**config.mk**
```make
export PLATFORM = sky130hd
export DESIGN_NAME = esdf_ctrl
export DESIGN_NICKNAME = d
export VERILOG_FILES = /design/src/design/esdf_pkg.sv /design/src/design/esdf_ctrl.sv
export SDC_FILE = /design/constraint.sdc
export NUM_CORES = 1
export LEC_CHECK = 0
export BUFFER_PORTS_ARGS = -buffer_cell sky130_fd_sc_hd__buf_2
export CORE_MARGIN = 4
export CORE_UTILIZATION = 46
export CTS_BUF_LIST = sky130_fd_sc_hd__clkbuf_8 sky130_fd_sc_hd__clkbuf_16
export DETAILED_ROUTE_END_ITERATION = 10
export GPL_TIMING_DRIVEN = 1
export HOLD_SLACK_MARGIN = 0.08
export PLACE_DENSITY = 0.81
export SLEW_MARGIN = 20
export SYNTH_ARGS = -nofsm -noshare
export SYNTH_HDL_FRONTEND = slang
export SYNTH_SLANG_ARGS = --single-unit
```
**constraint.sdc**
```tcl
create_clock -name clock -period 1.99 [get_ports clock]
set_input_delay 0.398 -clock clock [delete_from_list [all_inputs] [get_ports clock]]
set_output_delay 0.398 -clock clock [all_outputs]
set_load 0.05 [all_outputs]
```
**src/design/esdf_pkg.sv**
```systemverilog
package esdf_pkg;

   localparam int VALUE_WIDTH = 48;
   localparam int FRAC_BITS   = 24;
   localparam int GAMMA_W     = 26;
   localparam int EPS_W       = 25;
   localparam int CSR_DATA_W  = 32;
   localparam int CSR_ADDR_W  = 3;

   localparam int TDATA_IN_W  = ((3 * VALUE_WIDTH + 7) / 8) * 8;
   localparam int TDATA_OUT_W = ((3 * VALUE_WIDTH + 7) / 8) * 8;

   // iterative unit sizing
   localparam int MUL_CHUNK = 16;
   localparam int MUL_STEPS = (VALUE_WIDTH + MUL_CHUNK - 1) / MUL_CHUNK;
   localparam int MUL_PAD_W = MUL_STEPS * MUL_CHUNK;
   localparam int ACC_W     = VALUE_WIDTH + MUL_PAD_W;
   localparam int NUM_W     = VALUE_WIDTH + FRAC_BITS;
   localparam int REM_W     = VALUE_WIDTH + 1;
   localparam int SQ_STEPS  = (NUM_W + 1) / 2;
   localparam int SQ_W      = 2 * SQ_STEPS;
   localparam int SR_W      = SQ_STEPS + 3;
   localparam int WIDE_W    = (ACC_W > NUM_W) ? ACC_W : NUM_W;
   localparam int CNT_W     = $clog2(NUM_W + 1);

   typedef logic signed [VALUE_WIDTH-1:0] value_type;
   typedef logic        [VALUE_WIDTH-1:0] mag_type;

   localparam mag_type VMAX   = {1'b0, {(VALUE_WIDTH-1){1'b1}}};
   localparam mag_type QONE_M = mag_type'(1) << FRAC_BITS;

   localparam logic [GAMMA_W-1:0] GAMMA_RESET = GAMMA_W'(23488102);
   localparam logic [EPS_W-1:0]   EPS_RESET   = EPS_W'(8388608);

   typedef enum logic {
      CSR_GAMMA,
      CSR_EPS
   } csr_reg_type;

   typedef enum logic [1:0] {
      FLUX_OK,
      FLUX_SAT,
      FLUX_BAD
   } flux_status_type;

   typedef enum logic [1:0] {
      OP_MUL,
      OP_DIV,
      OP_SQRT
   } iter_op_type;

   typedef enum logic [4:0] {
      ST_IDLE,
      ST_CHECK,
      ST_DIV_U,
      ST_MUL_MU,
      ST_PREP,
      ST_MUL_P,
      ST_PCHK,
      ST_MUL_GP,
      ST_DIV_T,
      ST_SQRT_C,
      ST_FLUX,
      ST_MUL_F2,
      ST_FACE,
      ST_LAM1,
      ST_LAM2,
      ST_MUL_EL,
      ST_TERM_PREP,
      ST_MUL_TERM,
      ST_TERM_SUB,
      ST_OUT,
      ST_COMMIT
   } esdf_state_type;

   typedef struct packed {
      esdf_state_type step;
      logic           start;
      logic           load;
      logic           write_out;
      logic [1:0]     idx;
   } ctrl_cmd_type;

   typedef struct packed {
      logic unit_busy;
      logic unit_done;
      logic cell_bad;
      logic prev_bad;
      logic no_face;
      logic out_free;
   } dp_status_type;

   typedef struct packed {
      value_type val;
      logic      ovf;
   } sat_type;

   function automatic sat_type sat_mag(input logic neg, input logic [WIDE_W-1:0] m);
      sat_type r;
      mag_type mm;
      if (m > WIDE_W'(VMAX)) begin
         mm    = VMAX;
         r.ovf = 1'b1;
      end else begin
         mm    = m[VALUE_WIDTH-1:0];
         r.ovf = 1'b0;
      end
      r.val = neg ? $signed(-mm) : $signed(mm);
      return r;
   endfunction

   function automatic value_type half_val(input value_type a);
      mag_type m;
      m = a[VALUE_WIDTH-1] ? -$unsigned(a) : $unsigned(a);
      m = m >> 1;
      return a[VALUE_WIDTH-1] ? $signed(-m) : $signed(m);
   endfunction

   function automatic sat_type sat_add(input value_type a, input value_type b);
      logic signed [VALUE_WIDTH:0] s;
      logic        [VALUE_WIDTH:0] m;
      s = {a[VALUE_WIDTH-1], a} + {b[VALUE_WIDTH-1], b};
      m = s[VALUE_WIDTH] ? -$unsigned(s) : $unsigned(s);
      return sat_mag(s[VALUE_WIDTH], WIDE_W'(m));
   endfunction

   function automatic sat_type sat_sub(input value_type a, input value_type b);
      logic signed [VALUE_WIDTH:0] s;
      logic        [VALUE_WIDTH:0] m;
      s = {a[VALUE_WIDTH-1], a} - {b[VALUE_WIDTH-1], b};
      m = s[VALUE_WIDTH] ? -$unsigned(s) : $unsigned(s);
      return sat_mag(s[VALUE_WIDTH], WIDE_W'(m));
   endfunction

endpackage

```
**src/design/esdf_ctrl.sv**
```systemverilog
module esdf_ctrl import esdf_pkg::*; (
   input  logic          clock,
   input  logic          reset,
   input  logic          in_valid,
   output logic          in_ready,
   input  dp_status_type status,
   output ctrl_cmd_type  cmd
);

   esdf_state_type state_ff, state_in;
   logic [1:0]     idx_ff, idx_in;
   logic           unit_state;

   always_comb begin
      state_in = state_ff;
      idx_in   = idx_ff;
      case (state_ff)
         ST_IDLE:      if (in_valid) state_in = ST_CHECK;
         ST_CHECK:     state_in = status.cell_bad ? ST_FACE : ST_DIV_U;
         ST_DIV_U:     if (status.unit_done) state_in = ST_MUL_MU;
         ST_MUL_MU:    if (status.unit_done) state_in = ST_PREP;
         ST_PREP:      state_in = ST_MUL_P;
         ST_MUL_P:     if (status.unit_done) state_in = ST_PCHK;
         ST_PCHK:      state_in = status.cell_bad ? ST_FACE : ST_MUL_GP;
         ST_MUL_GP:    if (status.unit_done) state_in = ST_DIV_T;
         ST_DIV_T:     if (status.unit_done) state_in = ST_SQRT_C;
         ST_SQRT_C:    if (status.unit_done) state_in = ST_FLUX;
         ST_FLUX:      state_in = ST_MUL_F2;
         ST_MUL_F2:    if (status.unit_done) state_in = ST_FACE;
         ST_FACE: begin
            idx_in = 2'd0;
            if (status.no_face) begin
               state_in = ST_COMMIT;
            end else if (status.cell_bad || status.prev_bad) begin
               state_in = ST_OUT;
            end else begin
               state_in = ST_LAM1;
            end
         end
         ST_LAM1:      state_in = ST_LAM2;
         ST_LAM2:      state_in = ST_MUL_EL;
         ST_MUL_EL:    if (status.unit_done) state_in = ST_TERM_PREP;
         ST_TERM_PREP: state_in = ST_MUL_TERM;
         ST_MUL_TERM:  if (status.unit_done) state_in = ST_TERM_SUB;
         ST_TERM_SUB: begin
            if (idx_ff == 2'd2) begin
               state_in = ST_OUT;
            end else begin
               idx_in   = idx_ff + 2'd1;
               state_in = ST_TERM_PREP;
            end
         end
         ST_OUT:       if (status.out_free) state_in = ST_COMMIT;
         ST_COMMIT:    state_in = ST_IDLE;
         default:      state_in = ST_IDLE;
      endcase
   end

   always_comb begin
      unit_state = state_ff inside {ST_DIV_U, ST_MUL_MU, ST_MUL_P, ST_MUL_GP, ST_DIV_T,
                                    ST_SQRT_C, ST_MUL_F2, ST_MUL_EL, ST_MUL_TERM};
      cmd.step      = state_ff;
      cmd.idx       = idx_ff;
      cmd.start     = unit_state && !status.unit_busy && !status.unit_done;
      cmd.load      = (state_ff == ST_IDLE) && in_valid;
      cmd.write_out = (state_ff == ST_OUT) && status.out_free;
      in_ready      = (state_ff == ST_IDLE);
   end

   always_ff @(posedge clock) begin
      if (reset) begin
         state_ff <= ST_IDLE;
         idx_ff   <= 2'd0;
      end else begin
         state_ff <= state_in;
         idx_ff   <= idx_in;
      end
   end

endmodule

```
# Yosys cells after proc, flatten, opt, wreduce, memory -nomap -nowiden
# Cells that the tools add are included.
[op_classes] reduce_logical=12 mux=19 eq_ne=32 add_sub_neg=1
[op_table] operator="$pmux 5 s20" count=1
[op_table] operator="$mux 5" count=13
[op_table] operator="$eq 5x4->1 const B" count=8
[op_table] operator="$ne 2x2->1 const B" count=12
[op_table] operator="$eq 5x3->1 const B" count=4
[op_table] operator="$eq 5x5->1 const B" count=4
[op_table] operator="$reduce_and 11->1" count=1
[op_table] operator="$eq 5x2->1 const B" count=2
[op_table] operator="$reduce_bool 9->1" count=1
[op_table] operator="$mux 4" count=2
[op_table] operator="$eq 5x1->1 const B" count=1
[op_table] operator="$logic_not 5->1" count=1
[op_table] operator="$logic_and 1x1->1" count=4
[op_table] operator="$mux 2" count=2
[op_table] operator="$pmux 2 s2" count=1
[op_table] operator="$add 2x1->2 const B" count=1
[op_table] operator="$eq 2x2->1 const B" count=1
[op_table] operator="$logic_not 1->1" count=2
[op_table] operator="$reduce_and 2->1" count=1
[op_table] operator="$reduce_bool 2->1" count=1
[op_table] operator="$logic_or 1x1->1" count=1
[totals] wordCells=66 ff_bits=7 output_inout_bits=11 inputBits=9

# Logic depth before layout (Yosys ltp)
# Gate-level depths: netlist of the first run.
[logic_depth] ltp_word=4 depth_mapped=7 depth_no_buf=6

# Worst setup path before layout of the first run
# Ideal clock, no wire load.
[synth_path] path_kind="register -> output" startpoint="register state_ff[2]" endpoint="output port cmd[4] (netlist name)" arrival_time_ns=2.157 stages_incl_launch_ff=7 slack_ns=-0.565 n_path_buf=2 required_time_ns=1.592 path_cell_list="dfxtp_1 -> buf_4 -> nor2b_1 -> o211ai_1 -> a31o_1 -> buf_6 -> nor2_1"
[synth_rtl] item="from (decl)" line_no="esdf_ctrl.sv:10" rtl="esdf_state_type state_ff, state_in;"
[synth_rtl] item="from (signal assigned)" line_no="esdf_ctrl.sv:75" rtl="state_ff <= state_in;"
[synth_rtl] item="to (decl)" line_no="esdf_ctrl.sv:7" rtl="output ctrl_cmd_type cmd"

==> out/metrics.csv, run 1 <==
stage;metric;value;unit
clock_tree;CTS sink count;7;
sta;Tightest Pin Transition;0.3675;ns
place;Place WS;0.2009;ns
logic_synthesis;Post-Syn Nets;99;
logic_synthesis;Post-Synth Adder-Cell Area;1.965;%
logic_synthesis;complex-gate fraction of the synthesized area;33.60;%
sta;final setup fails;0;
route;drt wl/cell;15.12;um
route;Routed WL;1875;um
clock_tree;Setup Fix Bufs, Post-CTS;0;
logic_synthesis;Post-synth EDFFs;0;
logic_synthesis;count leader, synth;a21oi_1;
grt;GRT overflow;0;
finish;fillers;131;
place;GPL Wtd Cong;0.9809;
logic_synthesis;synth top area cells;dfxtp_1 (22%), a21oi_1 (8.6%), nand2_1 (4.1%);
setup_path;Critical Path RT;1.59;ns
logic_synthesis;YS warnings;0;
clock_tree;# H-tree levels;1;
setup_path;crit start category;flip-flop;
floorplanning;die width;45.21;um
floorplanning;row count;13;
place;number of port buffers;19;
pwr;static leakage;0.3345;nW
finish;layout cells sized above 1;33.94;%
grt;gr usage total;20.77;%
finish;Final Util;61.83;%
logic_synthesis;top cell type's share of synthesized area;22.00;%
floorplanning;io pins;20;
clock_tree;Root Buffer;clkbuf_8;
route;DR pass1 iterations;4;
route;DRC violations left;0;
sta;fmax;527.4;MHz
sta;unrepaired setup endpoints after global routing;no;
pwr;maximum VDD drop;0.0009465;V
logic_synthesis;largest family of logic cells by synthesized area;compound AO/OA/AOI/OAI gates;
clock_tree;CTS tree;yes;
grt;via count of the first global-routing pass;659;
logic_synthesis;multiplexer share of the synthesized area;1.572;%
logic_synthesis;Synth Area in Simple Gates;28.09;%
logic_synthesis;synthesized area per cell;7.156;um2
grt;largest net degree at the start of global routing;13;
sta;worst setup margin;0.09394;ns
setup_path;worst-path fanout max;10;
route;DR vias/cell;6.089;
setup_path;critical path endpoint category;output pin;
logic_synthesis;synth cell count leaders;a21oi_1 (11), dfxtp_1 (7), nand2_1 (7), inv_1 (6), nor2_1 (5);
clock_tree;CTS max path bufs;2;
logic_synthesis;Gate Count Post-Synth;89;
floorplanning;die area;2044;um2
floorplanning;Core Area;1301;um2
logic_synthesis;Post-Syn Area;636.9;um2
grt;initial antenna violation count;0;
grt;first-pass GRT wire length;3070;um
route;via count;755;
route;Post-DRT Antenna Nets;0;
run;Max-Cap Viols;0;
status;status;complete, no violations;
clock_tree;clock buffer count from CTS;3;
floorplanning;chip height;45.21;um
setup_path;R2R setup slack;0.31;ns
clock_tree;CTS clock-pin slew for the worst setup and hold paths;0.04;ns
logic_synthesis;post-synthesis xor/xnor area fraction;1.375;%
finish;Layout area overhead;26.33;%
route;DRT iter0 DRCs;44;
sta;Rel. slew slack;75.28;%
logic_synthesis;ys flop type;dfxtp_1;
place;HPWL Detailed;1431;um
setup_path;crit path DAT;1.50;ns
sta;Final Cycle Share;95.28;%
logic_synthesis;sequential area share after synthesis;22.00;%
sta;Tmin final;1.896;ns
logic_synthesis;Synth Register Bits;7;
sta;Final Hold Violating Endpoints;0;
sta;Layout Skew;0.0008798;ns
floorplanning;Initial Util;48.94;%
finish;antenna diode count;0;
worst_hold_path;Hold Crit Class;input port to flip-flop;
finish;Nets;120;
sta;Final Slew Violations;0;
clock_tree;worst-skew pair later-pin latency;0.22;ns
logic_synthesis;cell type with the largest total area after synthesis;dfxtp_1;
setup_path;Worst Path Class, Setup;flip-flop to output pin;
pwr;pwr/cell area;1506;nW/um2
logic_synthesis;fraction of registers with async set/reset;0;%
logic_synthesis;library cells used by synthesis;38;
-- power by group --
group	switching, mW	leakage, nW	internal (mW)
clock network	0.0551	0.0269	0.133
logic	0.507	0.248	0.255
registers	0.0781	0.0594	0.183
-- routing by layer --
layer,global-route usage [%],vias to the layer above,share of wire [%]
li1,-,366,-
met5,0,-,0
met1,28.54,341,44
met2,31.64,44,48
met3,2.390,4,6.5
met4,10.53,0,1.8
-- cell families (layout without fill, tap and decap cells) --
group	after synthesis	after routing
simple gates	33	33
xor+xnor	1	1
flops	7	7
compound gates	33	33
buf+inv	13	33
fa+ha+maj	1	1
mux	1	1
-- layout by cell type, fill, tap and decap left out, types with 2 or more instances in the layout --
| cell | count |
|---|---|
| clkbuf_8 | 3 |
| o211ai_1 | 3 |
| nand2b_1 | 2 |
| nor3b_1 | 2 |
| a31o_1 | 2 |
| nor2_2 | 2 |
| buf_4 | 4 |
| nor3_1 | 3 |
| buf_2 | 18 |
| nor4_1 | 2 |
| dfxtp_1 | 2 |
| nor2_1 | 3 |
| a311oi_1 | 3 |
| inv_1 | 7 |
| o21ai_0 | 3 |
| a31oi_1 | 3 |
| a21oi_1 | 11 |
| nand2_1 | 7 |
| nand3_1 | 3 |
| dfxtp_2 | 4 |
-- worst max-delay path: stages (launching register included) --
cell	delay, ns
dfxtp_2	0.45
xor2_1	0.17
nand3_1	0.09
a31o_1	0.27
nor2_4	0.08
clkbuf_4	0.22
-- sequential cells by signal, summed over array words and instances (netlist names) --
signal,count
state_ff,5
idx_ff,2
-- timing repair --
item | 4_1_cts | 5_1_grt
endpoints found under the setup margin | 1 | 1
cloned | 0 | 0
resized for setup | 2 | 5
endpoints found under the hold margin | 0 | 0
hold buffers | 0 | 0
-- path summary, 6_finish.rpt --
check	startpoint	end	cells after the start
setup / recovery	state_ff[3]	cmd[4]	5
hold reg to reg	state_ff[0]	state_ff[0]	2
hold / removal	reset	state_ff[1]	2
setup reg to reg	state_ff[1]	state_ff[2]	6
-- stage by stage --
stage / TNS (ns) / hold WS, ns / std cells / power [mW] / area, um2
after floorplan: -0.03808 / 0.4627 / 89 / 0.8447 / 649.4
after global placement: 0 / 0.5044 / 120 / 0.9790 / 743.2
after detailed placement: 0 / 0.5699 / 120 / 0.9894 / 743.2
after CTS: 0 / 0.3686 / 124 / 1.188 / 792.0
after global routing: 0 / 0.3728 / 124 / 1.299 / 804.5
final: 0 / 0.3696 / 124 / 1.212 / 804.5
-- layout make-up --
class	count	area [um2]	area share, %
flip-flops and latches	7	148.9	18.51
inverters	6	22.52	2.799
multi-input cells	69	441.7	54.90
well taps	15	18.77	2.333
clock buffers	3	41.29	5.132
clock inverters	1	3.754	0.4666
repair buffers	23	127.6	15.86
Note: power is estimated with default switching activity, not from simulation.
==> run 2: changes to the inputs <==
--- a/config.mk
+++ b/config.mk
@@ -6,13 +6,15 @@
 export NUM_CORES = 1
 export LEC_CHECK = 0
 export BUFFER_PORTS_ARGS = -buffer_cell sky130_fd_sc_hd__buf_2
+export CELL_PAD_IN_SITES_DETAIL_PLACEMENT = 1
+export CELL_PAD_IN_SITES_GLOBAL_PLACEMENT = 2
 export CORE_MARGIN = 4
-export CORE_UTILIZATION = 46
+export CORE_UTILIZATION = 26
 export CTS_BUF_LIST = sky130_fd_sc_hd__clkbuf_8 sky130_fd_sc_hd__clkbuf_16
 export DETAILED_ROUTE_END_ITERATION = 10
 export GPL_TIMING_DRIVEN = 1
 export HOLD_SLACK_MARGIN = 0.08
-export PLACE_DENSITY = 0.81
+export PLACE_DENSITY = 0.84
 export SLEW_MARGIN = 20
 export SYNTH_ARGS = -nofsm -noshare
 export SYNTH_HDL_FRONTEND = slang
==> out/metrics.csv, run 2 (same netlist as run 1, synthesis figures left out) <==
stage;metric;value;unit
floorplanning;die area;3305;um2
run;Max-Cap Viols;0;
sta;Final Slew Violations;0;
route;Post-DRT Antenna Nets;0;
clock_tree;Root Buffer;clkbuf_8;
sta;Final Cycle Share;95.34;%
sta;unrepaired setup endpoints after global routing;no;
pwr;internal power;564.6;uW
clock_tree;clock buffer count from CTS;3;
pwr;Tot Pwr;1.212;mW
pwr;Reg power frac;21.8;%
finish;Nets;120;
floorplanning;chip height;57.49;um
clock_tree;# H-tree levels;1;
finish;antenna diode count;0;
pwr;Sw Share;53.41;%
route;via count;740;
worst_hold_path;Hold Crit Class;input port to flip-flop;
sta;worst setup margin;0.09264;ns
pwr;pwr/cell area;1477;nW/um2
sta;final setup fails;0;
setup_path;Worst path top cell family by delay;simple AND/OR/NAND/NOR gates;
place;Post-DP Area;759.5;um2
grt;GRT overflow;0;
route;DR vias/cell;5.401;
route;Routed WL;2096;um
route;drt wl/cell;15.30;um
grt;via count of the first global-routing pass;709;
setup_path;critical path endpoint category;output pin;
floorplanning;io pins;20;
clock_tree;Setup Fix Bufs, Post-CTS;0;
sta;Tightest Pin Transition;0.3944;ns
place;Post-Place Cells;133;
finish;Post-Layout Cell Count;137;
clock_tree;CTS tree;yes;
floorplanning;Core Area;2276;um2
sta;Final Hold Violating Endpoints;0;
finish;final instance area;820.8;um2
sta;Tmin final;1.897;ns
finish;layout cells sized above 1;33.03;%
setup_path;crit start category;flip-flop;
setup_path;Max stage delay cell, worst path;dfxtp_4;
setup_path;worst-path fanout max;14;
grt;gr usage total;13.43;%
sta;Layout Skew;0.003540;ns
setup_path;crit-path cells;and2b_1 > nand3_1 > a31o_1 > nor2_4 > clkbuf_4;
route;DRT iter0 DRCs;16;
pwr;Combinational Power Share;62.4;%
pwr;maximum VDD drop;0.0007935;V
setup_path;Critical Path RT;1.59;ns
status;status;complete, no violations;
finish;Top Registers;state_ff: 5 flops, idx_ff: 2 flops;
clock_tree;CTS sink count;7;
clock_tree;CTS clock-pin slew for the worst setup and hold paths;0.04;ns
clock_tree;worst-skew pair later-pin latency;0.23;ns
setup_path;Worst Path Class, Setup;flip-flop to output pin;
grt;first-pass GRT wire length;3477;um
sta;Rel. slew slack;73.46;%
floorplanning;Initial Util;27.98;%
finish;commonest cells after routing, fill and taps aside;buf_2 (18), a21oi_1 (11), nand2_1 (7);
place;number of port buffers;19;
clock_tree;CTS max path bufs;2;
place;HPWL Detailed;1624;um
place;GPL Wtd Cong;0.8832;
grt;largest net degree at the start of global routing;15;
setup_path;worst path buffer plus inverter count;1;
floorplanning;row count;17;
pwr;static leakage;0.3346;nW
place;Place WS;0.2033;ns
finish;Layout area overhead;28.88;%
finish;Largest register FFs;5;
finish;Final Util;36.06;%
setup_path;crit path DAT;1.50;ns
pwr;Sw Pwr;647.4;uW
route;DRC violations left;0;
grt;initial antenna violation count;0;
route;DR pass1 iterations;5;
setup_path;Worst path max stage delay;0.39;ns
finish;largest register by flop count;state_ff;
finish;most common cell after layout, fill and taps aside;buf_2;
pwr;clock share of power;15.8;%
floorplanning;die width;57.49;um
sta;fmax;527.0;MHz
==> run 2: cell counts in the layout (fill, tap and decap cells not counted) <==
No cell type changed its count.
==> run 2: worst paths after layout <==
kind                                  start  slack [ns]  cells past startpoint          end
worst max-delay path            state_ff[1]        0.09                      5       cmd[4]
worst min-delay path                  reset        0.40                      2    idx_ff[0]
worst max register to register  state_ff[0]        0.29                      6  state_ff[1]
worst min register to register    idx_ff[1]        0.55                      2    idx_ff[1]
==> run 2: per-stage QoR <==
step	hold slack, ns	TNS [ns]
after floorplan	0.4627	-0.03808
after global placement	0.5044	0
after detailed placement	0.5502	0
after CTS	0.3870	0
after global routing	0.3972	0
final	0.3972	0
==> run 2: repair_timing <==
item	4_1_cts	5_1_grt
hold buffers	0	0
gates resized for setup	3	4
setup endpoints to repair	1	1
==> run 2: power groups by stage <==
stage	combinational (mW)	sequential [mW]	clock, mW
3_5_place_dp	0.742	0.254	0
3_3_place_gp	0.736	0.252	0
6_report	0.756	0.264	0.192
4_1_cts	0.746	0.257	0.198
2_1_floorplan	0.533	0.312	0
5_1_grt	0.817	0.274	0.210
==> run 2: metal layers <==
| metal | share of wire (%) | GRT usage, % |
|---|---|---|
| met1 | 49 | 18.98 |
| met2 | 45 | 19.68 |
| met3 | 6.1 | 4.977 |
| met4 | 0.43 | 1.987 |
| met5 | 0 | 0 |
==> run 2: area by class of cell <==
class | instances | area [um2]
Clock buffer | 3 | 41.29
Clock inverter | 1 | 3.754
Fill cell | 291 | 1455
Inverter | 6 | 22.52
Multi-Input combinational cell | 69 | 441.7
Sequential cell | 7 | 148.9
Tap cell | 28 | 35.03
Timing Repair Buffer | 23 | 127.6
